<file path="src/rtl/ccq_ram.sv">
// ----------------------------------------------------------------------------
// Generic RAM
// One write port and one read port with registered read data.
// ----------------------------------------------------------------------------
module ccq_ram #(
    parameter int WIDTH = 24,
    parameter int DEPTH = 128
) (
    input  logic                     clk,
    input  logic                     we,
    input  logic [$clog2(DEPTH)-1:0] waddr,
    input  logic [WIDTH-1:0]         wdata,
    input  logic [$clog2(DEPTH)-1:0] raddr,
    output logic [WIDTH-1:0]         rdata
);

    logic [WIDTH-1:0] mem [DEPTH];

    // Write and registered read.
    always_ff @(posedge clk)
    begin
        if (we)
        begin
            mem[waddr] <= wdata;
        end
        rdata <= mem[raddr];
    end

endmodule

</file>
<file path="config.mk">
export PLATFORM = sky130hd
export DESIGN_NAME = ccq_ram
export DESIGN_NICKNAME = d
export VERILOG_FILES = /design/src/rtl/ccq_ram.sv
export SDC_FILE = /design/constraint.sdc
export NUM_CORES = 2
export LEC_CHECK = 0
export BUFFER_PORTS_ARGS = -buffer_cell sky130_fd_sc_hd__buf_4
export CAP_MARGIN = 20
export CORE_ASPECT_RATIO = 0.5
export CORE_MARGIN = 2
export CORE_UTILIZATION = 60
export CTS_BUF_LIST = sky130_fd_sc_hd__clkbuf_4
export CTS_CLUSTER_SIZE = 14
export DETAILED_ROUTE_END_ITERATION = 8
export PLACE_DENSITY_LB_ADDON = 0.3
export SYNTH_ARGS = -nofsm -noshare
export SYNTH_HDL_FRONTEND = slang
export SYNTH_SLANG_ARGS = --single-unit
export TNS_END_PERCENT = 10
</file>
<file path="constraint.sdc">
create_clock -name clk -period 7.2 [get_ports clk]
set_clock_uncertainty 0.05 [all_clocks]
set_input_delay 0.36 -clock clk [delete_from_list [all_inputs] [get_ports clk]]
set_output_delay 0.36 -clock clk [all_outputs]
set_load 0.005 [all_outputs]
</file>
==> results.cfg <==
[drt]
routed-via-count = 56700
drtPass1Iterations = 6
post-route-drc-count = 0
vias_per_cell = 6.78
wl_mm = 296
antenna_left = 0
drt_iter0_drc = 9150
routedWlPerCell_um = 35.4

[placed_design]
dpl_worst_slack_ps = 3100
final_hpwl_from_detailed_placement_mm = 158
place.port_buffers = 63
place.gp.congestion = 0.835
post-place-cells = 7148

[clock_tree]
max-clock-path-buffers = 4
worst_skew_late_latency_ps = 1280
cts.root.buffer_cell = clkbuf_4
tritoncts = built
clk_pin_slew_worst_paths_ps = 80
tritoncts_num_sinks = 3096
cts-buffers-inserted = 660
cts.htree.levels = 6

[setup_path]
critical_path.top_delay_family = buffers and inverters
worstPathCellList = buf_12 > buf_12 > mux4_2 > mux4_2 > mux4_2 > dlygate4sd3_1 > mux2_2 > dlygate4sd3_1
critical_path.n_buffers_inverters = 4
critical-path-slowest-cell = mux4_2
cell_with_the_most_instances_on_the_worst_path = mux4_2
crit_path_max_incr_delay_ps = 590
worst_setup_sp_type = primary input
start_to_end_type_of_the_worst_setup_path = in -> reg
critPathArrivalTime_ps = 4630
setup.worst_path.end_class = flop
critPathMaxFanout = 79
required_time_of_the_critical_path_ps = 8310

[synth]
synth_largest_area_cell = edfxtp_1
yosysWarningCount = 0
post_synth_num_cell_types = 16
avgSynthCellArea_um2 = 25.9
post_synth_instance_area_um2 = 117000
yosysTopAreaCellShare = 0.786
synth_area_leaders = edfxtp_1 (79%), mux4_2 (19%), clkbuf_1 (0.48%)
ys_seq_elements = 3096
netlist_instances = 4538
synth-seq-area-share = 0.790
synth_nets = 4578

[job]
number_of_maximum_capacitance_constraint_violations = 0

[grt]
total_routing_usage_reported_by_global_routing = 0.302
grt_antenna_before_repair = 29
first_global_vias = 57400
grt_start_max_net_pins = 98
globalRoute.totalOverflow = 0
grt_first_pass_wirelength_mm = 417

[sta]
finalWorstSetupSlack_ps = 3670
period_share = 0.490
maxSlewViolCount = 0
worst-slew-pin-transition_ps = 1190
grt_setup_unrepaired = false
period_needed_ps = 3530
max-slew-margin-rel = 0.206
hold_viol = 0
hold_ws_ps = 78.1
setup_tns_ps = 0
timing.fmax_mhz = 284
setup-violations-final = 0

[power]
finalPower_mw = 35.2
powerDensity_nw_per_um2 = 268
pleak_nw = 41.1
ir_worst_vdd_mv = 0.133

[finish]
area_delta_synth_final_pct = 12.0
final_net_count = 5308
layout-drive-gt1-share = 0.426
layout.cells.non_filler = 8367

[floorplan]
placement_rows = 114
chipHeight_um = 317
io-pin-count = 64
dieArea_um2 = 199000
starting_utilization_of_the_core_area = 0.606
design.core.area_um2 = 194000
fp.dieW_um = 630

[hold_path]
holdCritPathClass = in -> reg

[run_status]
status = finished clean
where the power goes:
group	leakage (nW)	total [mW]	switching (mW)	internal [mW]
Clock	4.96	13.3	6.64	6.68
Combinational	8.31	1.89	1.13	0.754
Sequential	27.8	20.0	0.0834	19.9
metal layers:
metal,up-vias,share of wire,GRT usage
met5,-,0.00040,0
li1,21800,-,-
met3,555,0.15,0.0953
met1,29900,0.35,0.429
met4,18,0.029,0.0958
met2,4467,0.47,0.458
cell usage in the layout (no fill, tap or decap):
cell,synthesis,routed
clkinv_1,0,92
buf_6,1,1
nor2_1,122,3
clkinv_2,0,7
clkinvlp_4,0,15
mux4_2,1008,1008
buf_4,0,209
nand2_1,14,14
edfxtp_1,3072,3072
dfxtp_1,24,24
or3_1,1,1
inv_2,0,9
dlygate4sd3_1,0,61
nor2b_1,7,7
clkinv_4,0,9
nand4_1,3,3
buf_12,0,28
nand3_1,12,12
nand2b_1,2,2
nor2_4,0,24
buf_16,0,2
inv_6,0,4
nor3_2,0,9
mux2_2,24,24
nor2_2,0,95
bufinv_16,0,12
buf_8,0,7
diode_2,0,19
clkbuf_4,0,984
synthesized netlist by cell type (all sizes together):
master,n
nand2,14
nor3,9
nand4,3
or3,1
mux2,24
nand3,12
nand2b,2
buf,89
nor2,122
clkbuf,151
dfxtp,24
edfxtp,3072
nor2b,7
mux4,1008
path summary, 6_finish.rpt:
| path | start | to | slack, ps | cells past startpoint |
|---|---|---|---|---|
| worst min-delay path | wdata[9] | mem[31][9] | 80 | 2 |
| worst min register to register | mem[80][15] | rdata[15] | 1080 | 4 |
| worst max-delay path | raddr[0] | rdata[8] | 3670 | 8 |
| worst max register to register | mem[29][8] | rdata[8] | 3720 | 6 |
cell families after synthesis:
kind of cell,synth area share
simple gates,0.00594
mux,0.196
buf+inv,0.00838
flops,0.790
stage by stage:
| step | util | instance area, µm² |
|---|---|---|
| after floorplan | - | 117000 |
| after global placement | 0.630 | 122000 |
| after detailed placement | 0.631 | 122000 |
| after CTS | 0.677 | 131000 |
| after global routing | 0.678 | 131000 |
| final | 0.678 | 131000 |
what timing repair did:
| action | 4_1_cts | 5_1_grt |
|---|---|---|
| endpoints found under the hold margin | 1850 | 0 |
| hold buffers | 62 | 0 |
| gates resized for setup | 0 | 0 |
| buffers inserted | 0 | 0 |
state kept, by name, indices dropped and copies added, names as in the netlist:
register / flops
rdata: 24
mem: 3072
layout make-up:
type                       instances  area [µm²]
multi-input combinational       1202       24100
clock buffer                     984        7390
tap                             2610        3270
fill                           11300       62400
clock inverter                   148        1000
timing repair buffer             308        2910
antenna                           19        47.5
sequential                      3096       92700
No activity file was read; power rests on OpenSTA's default activity.
