<file path="src/rtl/ccq_pkg.sv">
// ----------------------------------------------------------------------------
// Color codebook quantizer package
// Shared types, widths and request codes for the quantizer and its units.
// ----------------------------------------------------------------------------
package ccq_pkg;

    // Default codebook depth and register reset value.
    localparam int          NUM_CODEWORDS_DEF = 128;
    localparam logic [7:0]  ACTIVE_RESET      = 8'd128;

    // Accumulator widths.
    localparam int CNT_W  = 32;
    localparam int SUM_W  = 40;
    localparam int DIST_W = 48;
    localparam int PROD_W = 42;

    // Request codes.
    localparam logic [1:0] REQ_WRITE    = 2'd0;
    localparam logic [1:0] REQ_CLASSIFY = 2'd1;
    localparam logic [1:0] REQ_READ     = 2'd2;
    localparam logic [1:0] REQ_END_PASS = 2'd3;

    // Input word.
    typedef struct packed {
        logic [1:0]  req_type;
        logic [6:0]  entry_index;
        logic [7:0]  red;
        logic [7:0]  green;
        logic [7:0]  blue;
        logic [23:0] weight;
    } req_t;

    // Result word.
    typedef struct packed {
        logic [6:0]        code_index;
        logic [7:0]        out_red;
        logic [7:0]        out_green;
        logic [7:0]        out_blue;
        logic [DIST_W-1:0] distortion;
        logic              saturated;
    } rsp_t;

    // Divider request and response.
    typedef struct packed {
        logic             start;
        logic [SUM_W-1:0] dividend;
        logic [CNT_W-1:0] divisor;
    } div_req_t;

    typedef struct packed {
        logic       done;
        logic [7:0] quotient;
    } div_rsp_t;

endpackage

</file>
<file path="src/rtl/ccq_divider.sv">
// ----------------------------------------------------------------------------
// Clamped mean divider
// Restoring divider that yields min(dividend / divisor, 255), one bit a cycle.
// ----------------------------------------------------------------------------
module ccq_divider
    import ccq_pkg::*;
(
    input  logic     clk,
    input  logic     rst_n,
    input  div_req_t req,
    output div_rsp_t rsp
);

    logic             busy_reg;
    logic             done_reg;
    logic [2:0]       step_reg;
    logic [SUM_W-1:0] rem_reg;
    logic [38:0]      dsh_reg;
    logic [7:0]       quo_reg;
    logic             big;
    logic             ge;

    // A quotient of 256 or more is clamped at once.
    assign big = req.dividend >= {req.divisor, 8'b0};
    assign ge  = rem_reg >= {1'b0, dsh_reg};

    // One quotient bit per cycle, most significant first.
    always_ff @(posedge clk or negedge rst_n)
    begin
        if (!rst_n)
        begin
            busy_reg <= 1'b0;
            done_reg <= 1'b0;
            step_reg <= '0;
        end
        else
        begin
            done_reg <= 1'b0;
            if (req.start)
            begin
                if (big)
                begin
                    quo_reg  <= 8'hFF;
                    done_reg <= 1'b1;
                end
                else
                begin
                    busy_reg <= 1'b1;
                    rem_reg  <= req.dividend;
                    dsh_reg  <= {req.divisor, 7'b0};
                    quo_reg  <= '0;
                    step_reg <= 3'd7;
                end
            end
            else if (busy_reg)
            begin
                if (ge)
                begin
                    rem_reg <= rem_reg - {1'b0, dsh_reg};
                end
                quo_reg <= {quo_reg[6:0], ge};
                dsh_reg <= dsh_reg >> 1;
                if (step_reg == 3'd0)
                begin
                    busy_reg <= 1'b0;
                    done_reg <= 1'b1;
                end
                else
                begin
                    step_reg <= step_reg - 3'd1;
                end
            end
        end
    end

    assign rsp.done     = done_reg;
    assign rsp.quotient = quo_reg;

endmodule

</file>
<file path="config.mk">
export PLATFORM = sky130hd
export DESIGN_NAME = ccq_divider
export DESIGN_NICKNAME = d
export VERILOG_FILES = /design/src/rtl/ccq_pkg.sv /design/src/rtl/ccq_divider.sv
export SDC_FILE = /design/constraint.sdc
export NUM_CORES = 1
export LEC_CHECK = 0
export BUFFER_PORTS_ARGS = -buffer_cell sky130_fd_sc_hd__buf_4
export CELL_PAD_IN_SITES_DETAIL_PLACEMENT = 2
export CELL_PAD_IN_SITES_GLOBAL_PLACEMENT = 2
export CORE_ASPECT_RATIO = 1.1
export CORE_MARGIN = 5
export CORE_UTILIZATION = 25
export CTS_BUF_LIST = sky130_fd_sc_hd__clkbuf_4 sky130_fd_sc_hd__clkbuf_8
export CTS_CLUSTER_SIZE = 25
export DETAILED_ROUTE_END_ITERATION = 16
export GPL_TIMING_DRIVEN = 0
export HOLD_SLACK_MARGIN = 0.02
export MAX_ROUTING_LAYER = met4
export PLACE_DENSITY_LB_ADDON = 0.2
export SKIP_CTS_REPAIR_TIMING = 1
export SYNTH_ARGS = -nofsm -noshare
export SYNTH_HDL_FRONTEND = slang
export SYNTH_SLANG_ARGS = --single-unit
</file>
<file path="constraint.sdc">
create_clock -name clk -period 14 [get_ports clk]
set_clock_uncertainty 0.05 [all_clocks]
set_input_delay 0.7 -clock clk [delete_from_list [all_inputs] [get_ports clk]]
set_output_delay 0.7 -clock clk [all_outputs]
set_load 0.01 [all_outputs]
</file>
==> flow_summary.json, run 1 <==
{
  "outcome": "finished clean",
  "diodes": 0,
  "timing_worst_slew_pin_value_ns": 0.848,
  "post_route_cells_drive_above_1_share_pct": 13.4,
  "place.port_buffers": 83,
  "netlist.area_leader.share_pct": 37.0,
  "track_usage_pct": 15.9,
  "fin_tns_setup_ns": 0,
  "avgViaCountPerCell": 4.94,
  "synthesis.area_per_instance_sq_um": 8.75,
  "postSynthRegisterBits": 92,
  "numCtsBuffers": 9,
  "ant_nets": 0,
  "most_common_cell_after_layout_fill_and_taps_aside": "sky130_fd_sc_hd__nand2_1",
  "io_pins": 84,
  "nets": 1052,
  "ff2ff_setup_slack_ns": 10.18,
  "die-area_sq_um": 31700,
  "global_route.usage.met3_pct": 1.59,
  "finalWirelength_um": 24100,
  "timing.critical_path.to_type": "flip-flop",
  "synth.top_cells.by_area": "sky130_fd_sc_hd__edfxtp_1 (37%), sky130_fd_sc_hd__ha_1 (13%), sky130_fd_sc_hd__nand2_1 (5.6%)",
  "yosys_warnings": 0,
  "ys_dominant_reg_cell": "sky130_fd_sc_hd__edfxtp_1",
  "global_route.overflow_total": 0,
  "timing.final.setup_violations": 0,
  "grt.met1_usage_pct": 19.3,
  "path_clk_slew_ns": 0.10,
  "gp_congestion": 0.782,
  "required_ns": 14.04,
  "power_density_nw_per_um2": 163,
  "max_slew_margin_pct": 43.2,
  "crit_buf_inv": 4,
  "drcViolationCount": 0,
  "critical_path_class": "in -> reg",
  "area_of_the_multi_input_gates_sq_um": 3880,
  "clock_tree.buffer_depth": 2,
  "grt_pass1_wl_um": 38300,
  "worst_hold_path_type": "reg -> reg",
  "initialDrtViolationCount": 234,
  "synth_area_sq_um": 7050,
  "dieWidth_um": 170,
  "ys_types": 68,
  "area.sequential_sq_um": 2740,
  "core_rows": 64,
  "grt_busiest_layer": "met2",
  "async_reset_ff_share_pct": 5.43,
  "cp_common_cell": "sky130_fd_sc_hd__a21o_1",
  "rsz_0062_raised_after_global_routing": "no",
  "final.fill_count": 3210,
  "worstPathCellList": "buf_4 > inv_1 > ha_1 > a21o_1 > a21o_1 > a211oi_1 > a31oi_1 > o21ai_4 > buf_16 > nor2b_4 > buf_12",
  "chipHeight_um": 186,
  "cp_slowest_stage_delay_ns": 0.79,
  "clkLatencyLatePin_ns": 0.39,
  "crit_path_slowest_cell": "sky130_fd_sc_hd__o21ai_4",
  "largest_register_ffs": 40,
  "core_area_sq_um": 27900,
  "critical_path_fanout_max": 28,
  "number_of_flops_mapped_to_enable_cells_by_yosys": 87,
  "detail_route.first_pass.iterations": 4,
  "finalCritPeriodShare_pct": 30.3,
  "synth_top_area_cell": "sky130_fd_sc_hd__edfxtp_1",
  "tritoncts_clock_tree": "done",
  "drv.max_cap_violation_count": 0,
  "path_delay_family": "compound AO/OA/AOI/OAI gates",
  "via_count": 6275,
  "grt_antenna_before_repair": 0,
  "maxSlewViolCount": 0,
  "layout_common_cells": "sky130_fd_sc_hd__nand2_1 (106), sky130_fd_sc_hd__edfxtp_1 (87), sky130_fd_sc_hd__inv_1 (86)",
  "hold_slack_ns": 0.486,
  "cts.htree.levels": 3,
  "grt_util_met2_pct": 27.9,
  "finalHoldViolCount": 0,
  "hpwlAfterDp_um": 19400,
  "synthCells": 806,
  "first_global_vias": 6999,
  "syn_to_final_growth_pct": 19.3,
  "crit_arrival_ns": 4.29,
  "syn_nets": 955,
  "timing.final.crit_period_ns": 4.25,
  "routed_wire_length_per_instance_um": 19.0,
  "share_of_synthesized_area_occupied_by_flip_flops_and_latches_pct": 38.8,
  "floorplan.initialDensity_pct": 25.3,
  "maximum_ir_drop_on_the_vdd_rail_mv": 0.0400,
  "pin_count_of_the_biggest_net_entering_global_routing": 29,
  "power_leakage_nw": 3.60,
  "achievable-frequency_ghz": 0.235,
  "cts.sinks": 92,
  "clock-root-buffer": "sky130_fd_sc_hd__clkbuf_8",
  "start_kind": "input port"
}
==> cell families after synthesis <==
logic type                 share of synthesized area, %
and+or+nand+nor                                    16.2
AOI/OAI and AO/OA                                  20.8
buffers and inverters                              6.39
DFF                                                38.8
adders and majority gates                          13.2
xor gates and xnor gates                           4.10
muxes                                             0.461
==> per-stage QoR <==
stage	std cells	worst slack (ns)	util (%)	area [sq um]	total power, mW
floorplan	806	6.85	-	7050	0.949
global placement	1252	2.76	29.2	8130	1.16
detailed placement	1254	9.27	29.4	8200	1.18
CTS	1270	9.70	30.2	8400	1.39
global route	1271	9.55	30.2	8410	1.49
finish	1271	9.75	30.2	8410	1.37
==> Yosys cell counts (all sizes together), types with 9 or more instances <==
library cell / count
nand4: 17
a21o: 25
o21ai: 93
nand2: 106
ha: 73
edfxtp: 87
a211oi: 9
clkbuf: 25
nor2: 64
inv: 86
a21oi: 50
nand3: 14
nor3: 12
xor2: 13
xnor2: 20
==> routing by layer <==
layer  vias up  routed length (um)
li1       3066                   -
met1      3109               10900
met2        80               12200
met3        20                 576
met4         0                 474
met5         -                   0
==> power breakdown <==
group | leakage [nW] | switching [mW] | internal [mW]
logic | 2.58 | 0.466 | 0.285
registers | 0.919 | 0.0203 | 0.394
clock network | 0.104 | 0.115 | 0.0893
total | 3.60 | 0.601 | 0.767
==> layout make-up <==
type	count	area share [%]
multi-input combinational	596	46.2
clock buffer	10	1.64
buffer	32	1.52
clock inverter	6	0.818
inverter	86	3.84
sequential	92	32.5
timing repair buffer	86	8.09
tap	363	5.40
==> worst register-to-register path: cells and delay by family, from the launching register on <==
family | cells | cell delay, ns
DFF | 1 | 0.33
AOI/OAI and AO/OA | 5 | 1.43
buffers and inverters | 2 | 0.33
adders and majority gates | 2 | 0.61
and+or+nand+nor | 3 | 0.77
==> final timing paths <==
path,from,end,depth (start not counted)
worst max-delay path,req[21],rem_reg[21],11
worst min-delay path,step_reg[1],step_reg[1],2
worst max register to register,rem_reg[0],rem_reg[21],12
worst min register to register,step_reg[1],step_reg[1],2
max in group asynchronous,rst_n,step_reg[0],2
min in group asynchronous,rst_n,done_reg,2
No activity file was read; power rests on OpenSTA's default activity.
==> inputs of run 2 (changes only) <==
==> constraint.sdc (replaced) <==
create_clock -name clk -period 3.8 [get_ports clk]
set_clock_uncertainty 0.05 [all_clocks]
set_input_delay 0.19 -clock clk [delete_from_list [all_inputs] [get_ports clk]]
set_output_delay 0.19 -clock clk [all_outputs]
set_load 0.01 [all_outputs]
==> run 2 against run 1 <==
Effect of this change: clock-buffer cell count stayed put; global-route usage is 0.25 points lower; total power grew to 3.7 times the previous value; via count is 0.62% lower; critical path type unchanged; first-iteration DRC count is 30% lower; core utilization is 0.18 points higher; sequential share of layout area is 0.20 points lower; die area stayed put; non-clock buffer count is 1 higher; final cell count is 0.24% higher.
==> flow_summary.json, run 2 (synthesis gave the netlist of run 1 again) <==
{
  "worst_hold_path_type": "in -> reg",
  "finalWirelength_um": 24100,
  "postLayoutCoreUtil_pct": 30.4,
  "ant_nets": 0,
  "io_pins": 84,
  "core_rows": 64,
  "timing.critical_path.to_type": "flip-flop",
  "layout.cell_area.non_filler_sq_um": 8470,
  "post_route_cells_drive_above_1_share_pct": 13.8,
  "drv.max_cap_violation_count": 0,
  "timing.critical_path.from": "req[2]",
  "final.fill_count": 3236,
  "tritoncts_clock_tree": "done",
  "clock-root-buffer": "sky130_fd_sc_hd__clkbuf_8",
  "share_seq_of_total_power_pct": 30.3,
  "finalCritPeriodShare_pct": 90.9,
  "initialDrtViolationCount": 164,
  "track_usage_pct": 15.6,
  "grt_pass1_wl_um": 37600,
  "path_clk_slew_ns": 0.11,
  "nets": 1055,
  "hold_path_startpoint": "req[8]",
  "comb_power_share_pct": 55.5,
  "syn_to_final_growth_pct": 20.0,
  "dieWidth_um": 170,
  "routed_wire_length_per_instance_um": 18.9,
  "avgViaCountPerCell": 4.89,
  "critical_path.reg2reg.startpoint": "dsh_reg[0]",
  "p_int_mw": 2.83,
  "clock_tree.buffer_depth": 2,
  "achievable-frequency_ghz": 0.289,
  "layout_common_cells": "sky130_fd_sc_hd__nand2_1 (106), sky130_fd_sc_hd__edfxtp_1 (87), sky130_fd_sc_hd__inv_1 (86)",
  "first_global_vias": 6850,
  "power_leakage_nw": 3.62,
  "hpwlAfterDp_um": 19100,
  "chipHeight_um": 186,
  "maxSlewViolCount": 0,
  "switching_power_mw": 2.20,
  "largest_register_ffs": 40,
  "pin_count_of_the_biggest_net_entering_global_routing": 41,
  "placed_area_sq_um": 8180,
  "rsz_0062_raised_after_global_routing": "no",
  "numCtsBuffers": 9,
  "timing_worst_slew_pin_value_ns": 1.11,
  "cts.sinks": 92,
  "most_common_cell_after_layout_fill_and_taps_aside": "sky130_fd_sc_hd__nand2_1",
  "clkLatencyLatePin_ns": 0.39,
  "timing.final.setup_violations": 0,
  "global_route.overflow_total": 0,
  "core_area_sq_um": 27900,
  "crit_arrival_ns": 3.55,
  "cts.htree.levels": 3,
  "area.sequential_sq_um": 2740,
  "die-area_sq_um": 31700,
  "outcome": "finished clean",
  "ff2ff_setup_slack_ns": 0.38,
  "place.port_buffers": 83,
  "worstSetupEndpoint": "rem_reg[22]",
  "grt_antenna_before_repair": 0,
  "max_slew_margin_pct": 25.9,
  "timing.final.crit_period_ns": 3.46,
  "reg2reg_depth": 10,
  "switching_share_pct": 43.7,
  "maximum_ir_drop_on_the_vdd_rail_mv": 0.215,
  "capturing_point_of_the_worst_reg2reg_path": "rem_reg[4]",
  "required_ns": 3.89,
  "finalHoldViolCount": 0,
  "power_frac_clock_pct": 14.1,
  "detail_route.first_pass.iterations": 4,
  "drcViolationCount": 0,
  "critical_path_fanout_max": 22,
  "diodes": 0,
  "floorplan.initialDensity_pct": 25.3,
  "start_kind": "input port",
  "critical_path_class": "in -> reg",
  "gp_congestion": 0.772,
  "power_density_nw_per_um2": 594,
  "via_count": 6236,
  "area_of_the_multi_input_gates_sq_um": 3920
}
-- run 2: cell types whose count changed in the layout (fill, tap and decap cells not counted), sizes merged --
cell / change
clkinv: +2
inv: -2
buf: +1
nor2b: +1
o21ai: +1
-- run 2: power by group through the flow --
stage	logic, mW	registers [mW]	clock network, mW
finish	2.79	1.53	0.712
CTS	2.79	1.53	0.748
global placement	2.72	1.55	0
floorplan	1.96	1.54	0
global route	3.15	1.55	0.778
detailed placement	2.77	1.56	0
-- run 2: critical path: stages --
cell,delay (ns)
sky130_fd_sc_hd__buf_4,0.09
sky130_fd_sc_hd__inv_1,0.03
sky130_fd_sc_hd__ha_1,0.28
sky130_fd_sc_hd__nor4b_1,0.23
sky130_fd_sc_hd__nand4_1,0.14
sky130_fd_sc_hd__a31oi_1,0.33
sky130_fd_sc_hd__o2111ai_1,0.15
sky130_fd_sc_hd__a211o_1,0.33
sky130_fd_sc_hd__a31oi_1,0.80
sky130_fd_sc_hd__o21ai_4,0.32
sky130_fd_sc_hd__buf_16,0.28
sky130_fd_sc_hd__nor2b_4,0.16
sky130_fd_sc_hd__buf_16,0.19
-- run 2: layout make-up --
class,instances,area share (%)
Sequential cell,92,32.3
Inverter,86,3.81
Multi-Input combinational cell,598,46.3
Tap cell,363,5.37
Buffer,32,1.51
Clock inverter,6,0.754
Clock buffer,10,1.55
Timing Repair Buffer,87,8.37
-- run 2: metrics by stage --
stage,hold slack [ns],worst slack [ns],setup TNS (ns),power [mW],std cells
6_report,0.0338,0.345,0,5.03,1274
5_1_grt,0.0308,0.154,0,5.48,1274
2_1_floorplan,-0.156,0.0422,0,3.49,806
4_1_cts,-0.483,-0.582,-22.65,5.07,1269
3_3_place_gp,-0.0455,-1.89,-96.68,4.27,1252
3_5_place_dp,-0.0433,-0.984,-39.26,4.33,1253
-- run 2: how the worst min path moves through the flow --
stage,to,cells after the start
finish,dsh_reg[15],3
global route,dsh_reg[36],3
CTS,busy_reg,1
detailed placement,step_reg[0],1
global placement,done_reg,1
floorplan,busy_reg,0
-- run 2: per-layer routing --
| metal | global-route usage (%) | vias to the layer above | part of all wire, % |
|---|---|---|---|
| met5 | - | - | 0 |
| met4 | 2.91 | 0 | 0.79 |
| met3 | 1.84 | 10 | 2.1 |
| met2 | 28.6 | 71 | 52 |
| met1 | 18.7 | 3080 | 45 |
| li1 | - | 3075 | - |
